==> src/rtl/core/rlbd_pkg.sv <==
// Shared types and constants for the run-length bitmap decoder.
`timescale 1ns / 1ps

package rlbd_pkg;

  // Configuration register indexes
  localparam int CFG_IDX_W = 2;
  localparam logic [CFG_IDX_W-1:0] REG_SPECIAL_MARKER = 2'd0;
  localparam logic [CFG_IDX_W-1:0] REG_SPECIAL_RUN    = 2'd1;
  localparam logic [CFG_IDX_W-1:0] REG_TOTAL_PIXELS   = 2'd2;

  // Register reset values
  localparam logic [7:0]  SPECIAL_MARKER_RESET = 8'hff;
  localparam logic [15:0] SPECIAL_RUN_RESET    = 16'd16384;
  localparam logic [23:0] TOTAL_PIXELS_RESET   = 24'd4915200;

  // Decoded run lengths (special, extended, combined) all fit in 16 bits
  localparam int LEN_W = 16;
  localparam int HOLD_BIT = 7;     // length byte flag: hold as extended run
  localparam int HOLD_SHIFT = 7;   // extended run unit is 128 pixels

  // One decoded run waiting to be emitted
  typedef struct packed {
    logic             valid;
    logic [7:0]       color;
    logic [LEN_W-1:0] len;
  } run_op_t;

  // Which pending run the emitter takes this cycle
  typedef enum logic [2:0] {
    SEL_NONE,
    SEL_FIRST,
    SEL_SECOND,
    SEL_FILL,
    SEL_PAD
  } run_sel_t;

endpackage

==> src/rtl/core/run_length_bitmap_decoder.sv <==
// Run-length bitmap decoder: (color, length byte) pairs in, clipped pixel runs out.
`timescale 1ns / 1ps
// Path: a pair's runs pass through the pending-run register, then the output register.
// Throughput: with out_stall low, one pair per cycle when a pair yields at most one
//   run; a pair yielding n runs (n <= 3) holds the pending-run register until all are
//   sent, since the emitter clips and sends one run per cycle against the remaining frame room.
// Pairs that yield no run (held extended length, full frame) do not stall the input.
// Reset (rst, synchronous): registers go to their reset values, no held pair, frame empty.

module run_length_bitmap_decoder #(
  parameter int MAX_PIXELS_LOG2 = 23
) (
  input  logic                                clk,
  input  logic                                rst,
  // configuration write port
  input  logic                                cfg_write,
  input  logic [rlbd_pkg::CFG_IDX_W-1:0]      cfg_index,
  input  logic [MAX_PIXELS_LOG2-1:0]          cfg_data,
  // compressed pair input
  input  logic                                in_valid,
  output logic                                in_stall,
  input  logic [7:0]                          pair_color,
  input  logic [7:0]                          pair_len,
  input  logic                                last_pair,
  // run output
  output logic                                out_valid,
  input  logic                                out_stall,
  output logic [7:0]                          run_color,
  output logic [MAX_PIXELS_LOG2-1:0]          run_pixels,
  output logic                                is_padding,
  output logic                                last_run
);
  import rlbd_pkg::*;

  localparam int PIX_W = MAX_PIXELS_LOG2;
  localparam logic [PIX_W-1:0] TOTAL_RST = PIX_W'(TOTAL_PIXELS_RESET);

  // Configuration registers
  logic [7:0]       special_marker;
  logic [15:0]      special_run;
  logic [PIX_W-1:0] total_pixels;

  // Held extended-length pair
  logic             held_valid;
  logic [7:0]       held_color;
  logic [6:0]       held_length_low;

  // Frame progress; room mirrors max(total_pixels - pixels_done, 0)
  logic [PIX_W-1:0] pixels_done;
  logic [PIX_W-1:0] room;

  // Pending runs of the current word
  run_op_t          op_a;        // combined or flushed held run
  run_op_t          op_b;        // marker or short run
  logic             fill_valid;  // held color fills the rest of the frame
  logic [7:0]       fill_color;
  logic             pad_valid;   // padding closes the frame
  logic             frame_end;

  // Emitter
  logic             busy;
  logic             room_nz;
  run_sel_t         sel;
  logic [PIX_W-1:0] sel_len;
  logic [7:0]       sel_color;
  logic             sel_pad;
  logic             has_run;
  logic             out_free;
  logic             fire;
  logic             advance;
  logic             clip_full;
  logic [PIX_W-1:0] run_len;
  logic             a_keep, b_keep, fill_keep, pad_keep;
  logic             list_done;
  logic             accept;
  logic             gate;

  // Decode
  logic             dec_comb, dec_flush, dec_mark, dec_hold, dec_norm;
  logic [LEN_W-1:0] held_run;
  logic [LEN_W-1:0] short_run;
  run_op_t          dec_a;
  run_op_t          dec_b;
  logic             hv_after;
  logic [7:0]       hc_after;
  logic [6:0]       hl_after;
  logic [PIX_W-1:0] cfg_room;

  assign busy    = op_a.valid | op_b.valid | fill_valid | pad_valid;
  assign room_nz = (room != '0);

  // Pick the next run that can produce pixels; a zero special length is skipped
  always_comb begin
    if (op_a.valid) begin
      sel = SEL_FIRST;
    end else if (op_b.valid && (op_b.len != '0)) begin
      sel = SEL_SECOND;
    end else if (fill_valid) begin
      sel = SEL_FILL;
    end else if (pad_valid) begin
      sel = SEL_PAD;
    end else begin
      sel = SEL_NONE;
    end
  end

  always_comb begin
    unique case (sel)
      SEL_FIRST: begin
        sel_len   = PIX_W'(op_a.len);
        sel_color = op_a.color;
        sel_pad   = 1'b0;
      end
      SEL_SECOND: begin
        sel_len   = PIX_W'(op_b.len);
        sel_color = op_b.color;
        sel_pad   = 1'b0;
      end
      SEL_FILL: begin
        sel_len   = room;
        sel_color = fill_color;
        sel_pad   = 1'b0;
      end
      SEL_PAD: begin
        sel_len   = room;
        sel_color = 8'd0;
        sel_pad   = 1'b1;
      end
      default: begin
        sel_len   = '0;
        sel_color = 8'd0;
        sel_pad   = 1'b0;
      end
    endcase
  end

  assign has_run   = room_nz && (sel != SEL_NONE);
  assign out_free  = !out_valid || !out_stall;
  assign fire      = has_run && out_free;
  assign advance   = busy && (!has_run || out_free);
  // a run that reaches the frame end leaves nothing for the runs after it
  assign clip_full = (sel_len >= room);
  assign run_len   = clip_full ? room : sel_len;

  always_comb begin
    a_keep    = op_a.valid;
    b_keep    = op_b.valid;
    fill_keep = fill_valid;
    pad_keep  = pad_valid;
    if (advance) begin
      if (!has_run || clip_full) begin
        a_keep    = 1'b0;
        b_keep    = 1'b0;
        fill_keep = 1'b0;
        pad_keep  = 1'b0;
      end else begin
        case (sel)
          SEL_FIRST:  a_keep    = 1'b0;
          SEL_SECOND: b_keep    = 1'b0;
          SEL_FILL:   fill_keep = 1'b0;
          SEL_PAD:    pad_keep  = 1'b0;
          default:    a_keep    = op_a.valid;
        endcase
      end
    end
  end

  assign list_done = advance && !(a_keep | b_keep | fill_keep | pad_keep);
  assign in_stall  = busy && !list_done;
  assign accept    = in_valid && !in_stall;

  // Whether frame room is left for the new word, after this cycle's run or frame clear
  always_comb begin
    if (list_done && frame_end) begin
      gate = (total_pixels != '0);
    end else if (fire) begin
      gate = !clip_full;
    end else begin
      gate = room_nz;
    end
  end

  // Pair decode
  assign held_run  = (LEN_W'(held_length_low) + LEN_W'(1)) << HOLD_SHIFT;
  assign short_run = LEN_W'(pair_len) + LEN_W'(1);

  always_comb begin
    dec_comb  = gate && held_valid && (pair_color == held_color);
    dec_flush = gate && held_valid && !dec_comb;
    dec_mark  = gate && !dec_comb && (pair_len == special_marker);
    dec_hold  = gate && !dec_comb && !dec_mark && pair_len[HOLD_BIT];
    dec_norm  = gate && !dec_comb && !dec_mark && !pair_len[HOLD_BIT];

    dec_a.valid = dec_comb | dec_flush;
    dec_a.color = dec_comb ? pair_color : held_color;
    dec_a.len   = dec_comb ? (held_run + short_run) : held_run;

    dec_b.valid = dec_mark | dec_norm;
    dec_b.color = pair_color;
    dec_b.len   = dec_mark ? special_run : short_run;

    hv_after = dec_hold | (held_valid && !gate);
    hc_after = dec_hold ? pair_color : held_color;
    hl_after = dec_hold ? pair_len[HOLD_BIT-1:0] : held_length_low;
  end

  assign cfg_room = (cfg_data > pixels_done) ? (cfg_data - pixels_done) : '0;

  // Configuration registers
  always_ff @(posedge clk) begin
    if (rst) begin
      special_marker <= SPECIAL_MARKER_RESET;
      special_run    <= SPECIAL_RUN_RESET;
      total_pixels   <= TOTAL_RST;
    end else if (cfg_write) begin
      unique case (cfg_index)
        REG_SPECIAL_MARKER: special_marker <= cfg_data[7:0];
        REG_SPECIAL_RUN:    special_run    <= cfg_data[15:0];
        REG_TOTAL_PIXELS:   total_pixels   <= cfg_data;
        default:            special_marker <= special_marker;
      endcase
    end
  end

  // Frame progress
  always_ff @(posedge clk) begin
    if (rst) begin
      pixels_done <= '0;
      room        <= TOTAL_RST;
    end else if (cfg_write && (cfg_index == REG_TOTAL_PIXELS)) begin
      room <= cfg_room;
    end else if (list_done && frame_end) begin
      pixels_done <= '0;
      room        <= total_pixels;
    end else if (fire) begin
      pixels_done <= pixels_done + run_len;
      room        <= clip_full ? '0 : (room - sel_len);
    end
  end

  // Held pair; cleared at frame end
  always_ff @(posedge clk) begin
    if (rst) begin
      held_valid      <= 1'b0;
      held_color      <= 8'd0;
      held_length_low <= 7'd0;
    end else if (accept) begin
      held_valid      <= hv_after && !last_pair;
      held_color      <= last_pair ? 8'd0 : hc_after;
      held_length_low <= last_pair ? 7'd0 : hl_after;
    end
  end

  // Pending-run register
  always_ff @(posedge clk) begin
    if (rst) begin
      op_a.valid <= 1'b0;
      op_b.valid <= 1'b0;
      fill_valid <= 1'b0;
      pad_valid  <= 1'b0;
      frame_end  <= 1'b0;
    end else if (accept) begin
      op_a       <= dec_a;
      op_b       <= dec_b;
      fill_valid <= last_pair && hv_after;
      fill_color <= hc_after;
      pad_valid  <= last_pair;
      frame_end  <= last_pair;
    end else begin
      op_a.valid <= a_keep;
      op_b.valid <= b_keep;
      fill_valid <= fill_keep;
      pad_valid  <= pad_keep;
    end
  end

  // Output register
  always_ff @(posedge clk) begin
    if (rst) begin
      out_valid <= 1'b0;
    end else if (out_free) begin
      out_valid <= fire;
    end
  end

  always_ff @(posedge clk) begin
    if (fire) begin
      run_color  <= sel_color;
      run_pixels <= run_len;
      is_padding <= sel_pad;
      last_run   <= frame_end && clip_full;
    end
  end

endmodule

==> config.mk <==
export PLATFORM = sky130hd
export DESIGN_NAME = run_length_bitmap_decoder
export DESIGN_NICKNAME = d
export VERILOG_FILES = /design/src/rtl/core/rlbd_pkg.sv /design/src/rtl/core/run_length_bitmap_decoder.sv
export SDC_FILE = /design/constraint.sdc
export NUM_CORES = 1
export LEC_CHECK = 0
export ABC_AREA = 1
export BUFFER_PORTS_ARGS = -buffer_cell sky130_fd_sc_hd__buf_2
export CORE_ASPECT_RATIO = 1.1
export CORE_UTILIZATION = 55
export DETAILED_ROUTE_END_ITERATION = 6
export PLACE_DENSITY = 0.72
export SLEW_MARGIN = 20
export SYNTH_ARGS = -nofsm -noshare
export SYNTH_HDL_FRONTEND = slang
export SYNTH_SLANG_ARGS = --single-unit
==> constraint.sdc <==
create_clock -name clk -period 9.1 [get_ports clk]
set_input_delay 2.73 -clock clk [delete_from_list [all_inputs] [get_ports clk]]
set_output_delay 2.73 -clock clk [all_outputs]
set_load 0.01 [all_outputs]
Yosys cells after proc, flatten, opt, wreduce, memory -nomap -nowiden. Cells that the tools add are included.

Word-level logic and storage cells: 142. Register bits after elaboration: 204.

Equality and inequality tests: 8. Reductions and logical operators: 51. Bitwise operators: 11. Add/subtract/negate cells: 6. $lt $le $gt $ge: 2. Multiplexer cells: 40.

Operators with widths (count): $mux 23 (8); $pmux 23 s3 (1); $reduce_bool 23->1 (2); $sub 23x23->23 (2); $mux 16 (2); $mux 8 (3); $pmux 8 s3 (1); $add 23x23->23 (1); $ge 23x23->1 (1); $gt 23x23->1 (1); $logic_and 1x1->1 (21); $mux 1 (19); $add 15x9->16 (1); $eq 8x8->1 (2); $reduce_bool 16->1 (1); $mux 7 (2); $logic_not 1->1 (12); $mux 3 (4); $reduce_and 2->1 (6); $add 8x1->9 const B (1); $or 1x1->1 (9); $add 7x1->8 const B (1); $eq 3x2->1 const B (2); $reduce_bool 3->1 (2); 9 further kinds (13).

Depth between registers and ports, before layout. Gate-level depths: netlist (run 1).

Depth after elaboration: 29. Depth in mapped cells: 44. Mapped depth without buffers: 41.

Worst setup path after synthesis (run 1). OpenSTA, ideal clock, no wires.

Path type: input to register. From: input out_stall. To: register fill_color[0], enable pin. Data arrival time: 6113 ps. Stages: 11. Required time: 8630 ps. Slack: 2517 ps. Cells stage by stage: nand2_1 -> inv_1 -> nand2_1 -> nand2_1 -> inv_1 -> nand4_1 -> nand2_1 -> inv_1 -> nand4_1 -> clkbuf_1 -> nor2_1.

Word-level cells in the longest chain between the ends: 15. Elaborated cells between the ends (all ways): 18.

Ends and longest elaborated chain: start, declared (line run_length_bitmap_decoder.sv:27) `input logic out_stall,`; $logic_not 1->1 (*) (line run_length_bitmap_decoder.sv:138) `assign out_free = !out_valid || !out_stall;`; $logic_or 1x1->1 (*) (line run_length_bitmap_decoder.sv:138); $logic_or 1x1->1 (*) (line run_length_bitmap_decoder.sv:140) `assign advance = busy && (!has_run || out_free);`; $logic_and 1x1->1 (*) (line run_length_bitmap_decoder.sv:140); $mux 1 (line run_length_bitmap_decoder.sv:150) `if (advance) begin`; $or 1x1->1 (3 in a row) (line run_length_bitmap_decoder.sv:168) `assign list_done = advance && !(a_keep | b_keep | fill_keep | pad_keep);`; $logic_not 1->1 (line run_length_bitmap_decoder.sv:168); $logic_and 1x1->1 (*) (line run_length_bitmap_decoder.sv:168); $logic_not 1->1 (*) (line run_length_bitmap_decoder.sv:169) `assign in_stall = busy && !list_done;`; $logic_and 1x1->1 (*) (line run_length_bitmap_decoder.sv:169); $logic_not 1->1 (*) (line run_length_bitmap_decoder.sv:170) `assign accept = in_valid && !in_stall;`; $logic_and 1x1->1 (*) (line run_length_bitmap_decoder.sv:170); $reduce_and 2->1 (no line) (*); end signal, assigned (line run_length_bitmap_decoder.sv:266) `fill_color <= hc_after;`; end, declared (line run_length_bitmap_decoder.sv:56) `logic [7:0] fill_color;`.

Mark *: on every way between the ends. The rest lies on a longest branch, timed or not. A chain may end at the register's enable or synchronous reset.

Final worst setup path (run 1).
From: register op_a[24] (netlist bit). To: output in_stall.

Word-level cells in the longest chain between the ends: 15. Elaborated cells between the ends (all ways): 36.

Ends and longest elaborated chain: start, declared (line run_length_bitmap_decoder.sv:53) `run_op_t op_a;`; $mux 3 (line run_length_bitmap_decoder.sv:94) `if (op_a.valid) begin`; $eq 3x3->1 / $eq 3x2->1 (equally long branches) (line run_length_bitmap_decoder.sv:108, run_length_bitmap_decoder.sv:157); $reduce_or 2->1 (no line); $pmux 23 s3 (line run_length_bitmap_decoder.sv:108) `unique case (sel)`; $ge 23x23->1 (line run_length_bitmap_decoder.sv:142) `assign clip_full = (sel_len >= room);`; $logic_or 1x1->1 (line run_length_bitmap_decoder.sv:151) `if (!has_run || clip_full) begin`; $mux 1 (line run_length_bitmap_decoder.sv:151); $mux 1 (line run_length_bitmap_decoder.sv:150); $or 1x1->1 (3 in a row) (line run_length_bitmap_decoder.sv:168); $logic_not 1->1 (line run_length_bitmap_decoder.sv:168); $logic_and 1x1->1 (line run_length_bitmap_decoder.sv:168); $logic_not 1->1 (line run_length_bitmap_decoder.sv:169); $logic_and 1x1->1 (*) (line run_length_bitmap_decoder.sv:169); end, declared (line run_length_bitmap_decoder.sv:21) `output logic in_stall,`.

Marked as above.

==> summary.txt, run 1 <==
GRT
  • First-pass GRT wire length: between 50000 and 60000 microns
  • Met1 GRT Util: about 37%
  • Grt peak-use layer: met2
  • Met3 usage in global routing: 3.76%
  • Pin count of the biggest net entering global routing: 57
  • Vias in the first global route: 10400
  • Initial antenna violation count: 0
  • Met2 GRT Util: approximately 53%
  • GRT Total Usage: 31.0%
  • Gr ovfl total: 0

Synth
  • Yosys top cell by area: edfxtp_1
  • Mapped Area: 0.0123 sq mm
  • Post-synth top cells: 294 x nand2_1, 215 x inv_1, 135 x a21oi_1, 127 x o21ai_0, 115 x dfxtp_1
  • Syn_nets: 1692
  • Most used DFF post-synth: dfxtp_1
  • Syn_area_per_cell: about 8 sq um
  • Number of distinct library cells after synthesis: 51
  • Yosys warns: 0
  • FFs w/ async S/R, synth: 0%
  • Sequential fraction of the synthesis area: around two fifths
  • Most frequent cell after synthesis: nand2_1
  • EDFF count, synth: between 80 and 90
  • Post-Syn Instances: about 1600
  • Top-area cell type share of the netlist area: 21.7%
  • Synth area leaders: edfxtp_1 22%, dfxtp_1 19%, nand2_1 9.0%
  • #FFs+latches synth: 204

Floorplan
  • CORE AREA: 0.0220 sq mm
  • Die height: 159 microns
  • Die width: between 100 and 150 microns
  • I/O pin cnt: 82
  • Site Rows: 57
  • Initial Utilization: 55.9%
  • Die ar.: about 0.023 sq mm

Worst hold path
  • Min-delay src: special_run[13]
  • WHS Path Cells: 2
  • Worst min path class: register to register
  • Hold path endpoint: special_run[13]

Final layout
  • Fin nets: 1741
  • Syn-to-layout area delta: 10.3%
  • Post-Layout Cell Count: 1936
  • Inserted Diodes: 0
  • Layout cells sized above 1: between 10 and 15%

Clock network
  • CTS clk-pin slew, worst paths: 0.06 ns
  • Clk buf depth: 3
  • Clk Latency, worst-skew pair: 0.52 ns
  • CTS-repair resized insts: 0
  • CTS buffer count: 23
  • H-tree depth: 1
  • Clock sink count: 204
  • Post-CTS Setup Bufs: 0
  • TritonCTS clock tree: yes
  • Root buffer cell: clkbuf_16
  • Hold buffers post-CTS: 0

Power and ir drop
  • PwrDens: roughly 360 mW/mm^2
  • VDD IR max: 0.000226 V
  • Pleak: 5.85 nW

Detailed routing
  • Vias: 10900
  • Pre-antenna DRT Iters: 6
  • Routed Antenna Nets: 0
  • Initial DRC Count: 655
  • Routed WL per cell: 17.9 microns
  • Vias per inst: 5.63
  • Final wirelength: 34600 microns
  • DR DRC count: 0

Worst setup path
  • Path type of the worst setup path: register to output pin
  • Crit path top cell by count: nor2_1
  • CP Data Required Time: between 6 and 7 ns
  • Startpoint Class: register
  • Internal reg-to-reg setup slack: between 2 and 2.5 ns
  • Reg-to-reg startpoint: op_a[24]
  • Critical Path End Type: output pin
  • Max stage delay on crit path: 0.99 ns
  • Critical R2R Capture: pixels_done[21]
  • Crit path arrival time: 4.83 ns
  • Slowest stage cell, crit path: dfxtp_1
  • Peak fanout along the critical path: 44
  • R2R cell count: 33
  • CP Cell Sequence: nor2_1, buf_4, a22o_1, inv_1, o21ai_0, inv_1, ha_1, nand2_1, nor2_1, nand4_1, nor4_1, nand3_2, nand2_2, nand2_4, nand4_1, nand2_1, nor2_1, nand3_1, buf_2

Placement
  • Placer Congestion: 0.934
  • I/O Buffers: 81
  • # placed instances: 1895
  • Detail Placement HPWL: 25800 microns

Outcome
  • Status: finished clean

STA
  • Slew @ Worst Pin: 1.04 ns
  • Fin crit share: 83.0%
  • Clk_skew: 0.0184 ns
  • RSZ-0062 raised after global routing: no
  • Final hold vios: 0
  • Maximum clock rate: 132 MHz
  • Setup violators final: 0
  • Final min period: around 7.6 ns
  • Max-Slew Margin vs Limit: 30.2%
  • Setup TNS: 0 ns
  • Fin. max-slew vios: 0

Flow run
  • Max-Cap Viols: 0
-- kinds of logic after synthesis --
| group | share of synthesized area, % |
|---|---|
| AOI/OAI and AO/OA | 18.0 |
| xor gates and xnor gates | 4.27 |
| adders and majority gates | 7.25 |
| buffers and inverters | 9.10 |
| DFF | 40.4 |
| other | 0.0304 |
| and+or+nand+nor | 21.0 |
-- final cells by class --
cell class	instances	area, sq um
inverters	221	830
well taps	295	369
clock inverters	8	71.3
repair buffers	87	450
fillers	2015	8440
clock buffers	33	653
multi-input cells	1088	6240
flip-flops and latches	204	4970
-- metrics by stage --
step	area, sq um	hold WS (ns)	util (%)	power, mW	setup slack, ns
2_1_floorplan	12300	0.424	-	3.31	2.52
3_3_place_gp	12900	0.436	58.4	3.94	2.32
3_5_place_dp	12900	0.448	58.4	3.97	2.28
4_1_cts	13600	0.461	61.7	4.87	1.72
5_1_grt	13600	0.479	61.7	5.25	1.23
6_report	13600	0.456	61.7	4.88	1.54
-- worst max-delay path by stage --
stage | cells past startpoint | startpoint | endpoint
4_1_cts | 19 | op_a[24] | in_stall
3_5_place_dp | 22 | op_a[24] | in_stall
5_1_grt | 19 | op_a[24] | in_stall
3_3_place_gp | 22 | op_a[24] | in_stall
2_1_floorplan | 11 | out_stall | fill_color[0]
6_report | 19 | op_a[24] | in_stall
-- placed cells by master (no fill, tap or decap), types with 6 or more instances in the layout --
master and instances:
nor2_1 104, a22o_1 11, a211oi_1 13, o221ai_1 8
buf_4 6, inv_1 215, nand3_1 73, o21ai_1 12
buf_2 81, a21oi_1 135, and2_1 8, nand2_1 294
edfxtp_1 89, clkbuf_16 23, o2111ai_1 9, o21ai_0 127
ha_1 65, nand4_1 29, xnor2_1 18, dfxtp_1 115
or2_2 19, o211ai_1 25, nor3_1 9, nor4_1 10
xor2_1 42, a31oi_1 18, nand2_2 12, clkbuf_1 6
-- sequential cells by signal (all words and copies together), names as in the netlist --
register         count
held_valid           1
held_length_low      7
pixels_done         23
op_b                25
total_pixels        23
out_valid            1
frame_end            1
fill_color           8
is_padding           1
special_run         16
run_color            8
op_a                25
special_marker       8
pad_valid            1
run_pixels          23
room                23
held_color           8
last_run             1
fill_valid           1
-- metal layers --
layer | wire length (microns) | vias up
met4 | 2330 | 0
li1 | - | 5421
met3 | 1420 | 88
met5 | 0 | -
met2 | 17100 | 283
met1 | 13700 | 5104
-- power breakdown --
part,leakage (nW),switching [mW],total [mW],internal (mW)
combinational,3.70,1.69,2.57,0.873
sequential,1.80,0.150,1.42,1.27
clock,0.349,0.371,0.898,0.526
-- critical path, delay by kind of cell (launching register included) --
| kind | cells | cell delay, ns |
|---|---|---|
| fa+ha+maj | 1 | 0.22 |
| buf+inv | 4 | 0.65 |
| compound gates | 2 | 0.33 |
| flops | 1 | 0.99 |
| simple gates | 12 | 2.08 |
(Power assumes the default switching activity.)
==> run 2: changes to the inputs <==
- clock period: 9.1 -> 7.9 ns (I/O delays scaled with it)
==> run 2 against run 1 <==
Compared with the run above: cell area up 1.5%; sequential cell count did not move; utilization is 0.94 points higher; critical endpoint unchanged; first-iteration DRC count rose by 21%; critical path depth rose by 8; clock power up 43%; sequential share of layout area decreased by 0.55 points; register-to-register slack got worse by 1.3 ns.
==> summary.txt, run 2 (same netlist as run 1, synthesis figures left out) <==
Outcome
  • Status: finished clean

Worst setup path
  • Worst Setup SP: op_b[8]
  • Crit path top cell by count: nand2_1
  • Reg-to-reg startpoint: op_b[8]
  • Path type of the worst setup path: register to output pin
  • Crit path arrival time: 4.98 ns
  • Slowest stage cell, crit path: nor2_1
  • CP Data Required Time: 5.53 ns
  • Internal reg-to-reg setup slack: 0.95 ns
  • Startpoint Class: register
  • Critical Path End Type: output pin
  • R2R cell count: 39
  • Max stage delay on crit path: about 0.66 ns
  • Peak fanout along the critical path: 44
  • Worst Setup EP: in_stall
  • Critical R2R Capture: pixels_done[22]

Floorplan
  • Site Rows: 57
  • Die height: 159 microns
  • Die ar.: about 0.023 sq mm
  • Initial Utilization: 55.9%
  • Die width: 145 microns
  • CORE AREA: 0.0220 sq mm
  • I/O pin cnt: 82

STA
  • Fin crit share: 93.0%
  • Max-Slew Margin vs Limit: between 30% and 40%
  • Final Worst Setup Slack: 0.554 ns
  • Fin. max-slew vios: 0
  • RSZ-0062 raised after global routing: no
  • Clk_skew: 0.0138 ns
  • Slew @ Worst Pin: just over 1 ns
  • Setup violators final: 0
  • Maximum clock rate: 136 MHz
  • Final min period: 7.35 ns
  • Setup TNS: 0 ns
  • Final hold vios: 0

Power and ir drop
  • Pleak: between 5 and 6 nW
  • VDD IR max: 0.000214 V
  • Sequential share of power: 27.5%
  • Clock share of power: 21.7%
  • Comb power frac: 50.8%
  • PwrDens: 427 mW/mm^2
  • Internal power: 3.29 mW
  • Sw Share: ~44%
  • Sw Pwr: between 2 and 3 mW

Final layout
  • Finished Cell Area: 0.0138 sq mm
  • Most frequent cells in the layout: 294 x nand2_1, 215 x inv_1, 135 x a21oi_1, 127 x o21ai_0, 115 x dfxtp_1
  • Most common cell after layout, fill and taps aside: nand2_1
  • Syn-to-layout area delta: 12.0%
  • Layout cells sized above 1: 11.5%
  • Inserted Diodes: 0
  • Top Registers: op_a (25), op_b (25)
  • Filler cell count: slightly below 2000
  • Fin nets: 1744

Clock network
  • Clk buf depth: 3
  • Clk Latency, worst-skew pair: about 0.52 ns
  • Clock sink count: a little over 200
  • Root buffer cell: clkbuf_16
  • Hold buffers post-CTS: 0
  • CTS-repair resized insts: 0
  • CTS clk-pin slew, worst paths: 0.06 ns
  • CTS buffer count: 23
  • H-tree depth: 1
  • TritonCTS clock tree: yes
  • Post-CTS Setup Bufs: 0

Placement
  • Setup WS pre-CTS: 1.21 ns
  • Placer Congestion: 0.946
  • Area after DPL: 0.0129 sq mm
  • I/O Buffers: 81
  • Detail Placement HPWL: 25700 microns

Detailed routing
  • Vias: 10900
  • Pre-antenna DRT Iters: 5
  • Final wirelength: between 30000 and 40000 microns
  • Initial DRC Count: 793
  • Routed WL per cell: 18.1 microns
  • Vias per inst: 5.62
  • DR DRC count: 0
  • Routed Antenna Nets: 0

Worst hold path
  • Worst min path class: register to register

GRT
  • Initial antenna violation count: 0
  • First-pass GRT wire length: approximately 55000 microns
  • Vias in the first global route: 10500
  • Pin count of the biggest net entering global routing: 65
  • GRT Total Usage: 31.4%
  • Gr ovfl total: 0

Flow run
  • Max-Cap Viols: 0
## run 2: cell types whose count changed in the layout (fill, tap and decap cells not counted), moves of 3 or more
cell and change:
clkinv_4 +3, buf_4 +3, bufinv_16 +7, clkbuf_8 -4, clkbuf_1 -5
## run 2: how the worst min path moves through the flow
stage / slack (ns) / startpoint / depth (start not counted) / end
2_1_floorplan: 0.42 / special_run[0] / 2 / special_run[0]
3_5_place_dp: 0.45 / special_run[14] / 2 / special_run[14]
3_3_place_gp: 0.44 / special_run[0] / 2 / special_run[0]
6_report: 0.46 / special_run[1] / 2 / special_run[1]
5_1_grt: 0.48 / special_run[10] / 2 / special_run[10]
4_1_cts: 0.46 / special_run[1] / 2 / special_run[1]
## run 2: per-stage QoR
step | utilization (%) | std cells | power, mW | hold WS, ns
3_3_place_gp | 58.5 | 1898 | 4.56 | 0.438
5_1_grt | 62.6 | 1940 | 6.34 | 0.478
4_1_cts | 62.6 | 1940 | 5.88 | 0.460
6_report | 62.6 | 1940 | 5.89 | 0.461
3_5_place_dp | 58.5 | 1898 | 4.58 | 0.446
2_1_floorplan | - | 1576 | 3.81 | 0.424
## run 2: critical path: cells and delay by family, from the launching register on
kind / cells / cell delay (ns)
and+or+nand+nor: 19 / 2.57
buffers and inverters: 4 / 0.60
AOI/OAI and AO/OA: 3 / 0.52
adders and majority gates: 1 / 0.38
DFF: 1 / 0.37
## run 2: layer usage
| layer | part of all wire (%) | track usage, % |
|---|---|---|
| met1 | 39 | 36.7 |
| met2 | 47 | 51.9 |
| met3 | 5.8 | 4.84 |
| met4 | 7.8 | 22.4 |
| met5 | 0 | 0 |
## run 2: area by class of cell
class | count | area [sq um] | share of cell area (%)
clock buffers | 25 | 604 | 4.38
inverters | 221 | 830 | 6.01
flip-flops and latches | 204 | 4970 | 36.0
clock inverters | 17 | 305 | 2.21
multi-input cells | 1088 | 6240 | 45.2
well taps | 295 | 369 | 2.67
repair buffers | 90 | 473 | 3.43
## run 2: power groups by stage
stage | Sequential (mW) | Combinational (mW) | Clock (mW)
5_1_grt | 1.65 | 3.36 | 1.34
4_1_cts | 1.62 | 2.97 | 1.29
3_3_place_gp | 1.63 | 2.93 | 0
3_5_place_dp | 1.64 | 2.94 | 0
6_report | 1.62 | 2.99 | 1.28
2_1_floorplan | 1.65 | 2.16 | 0
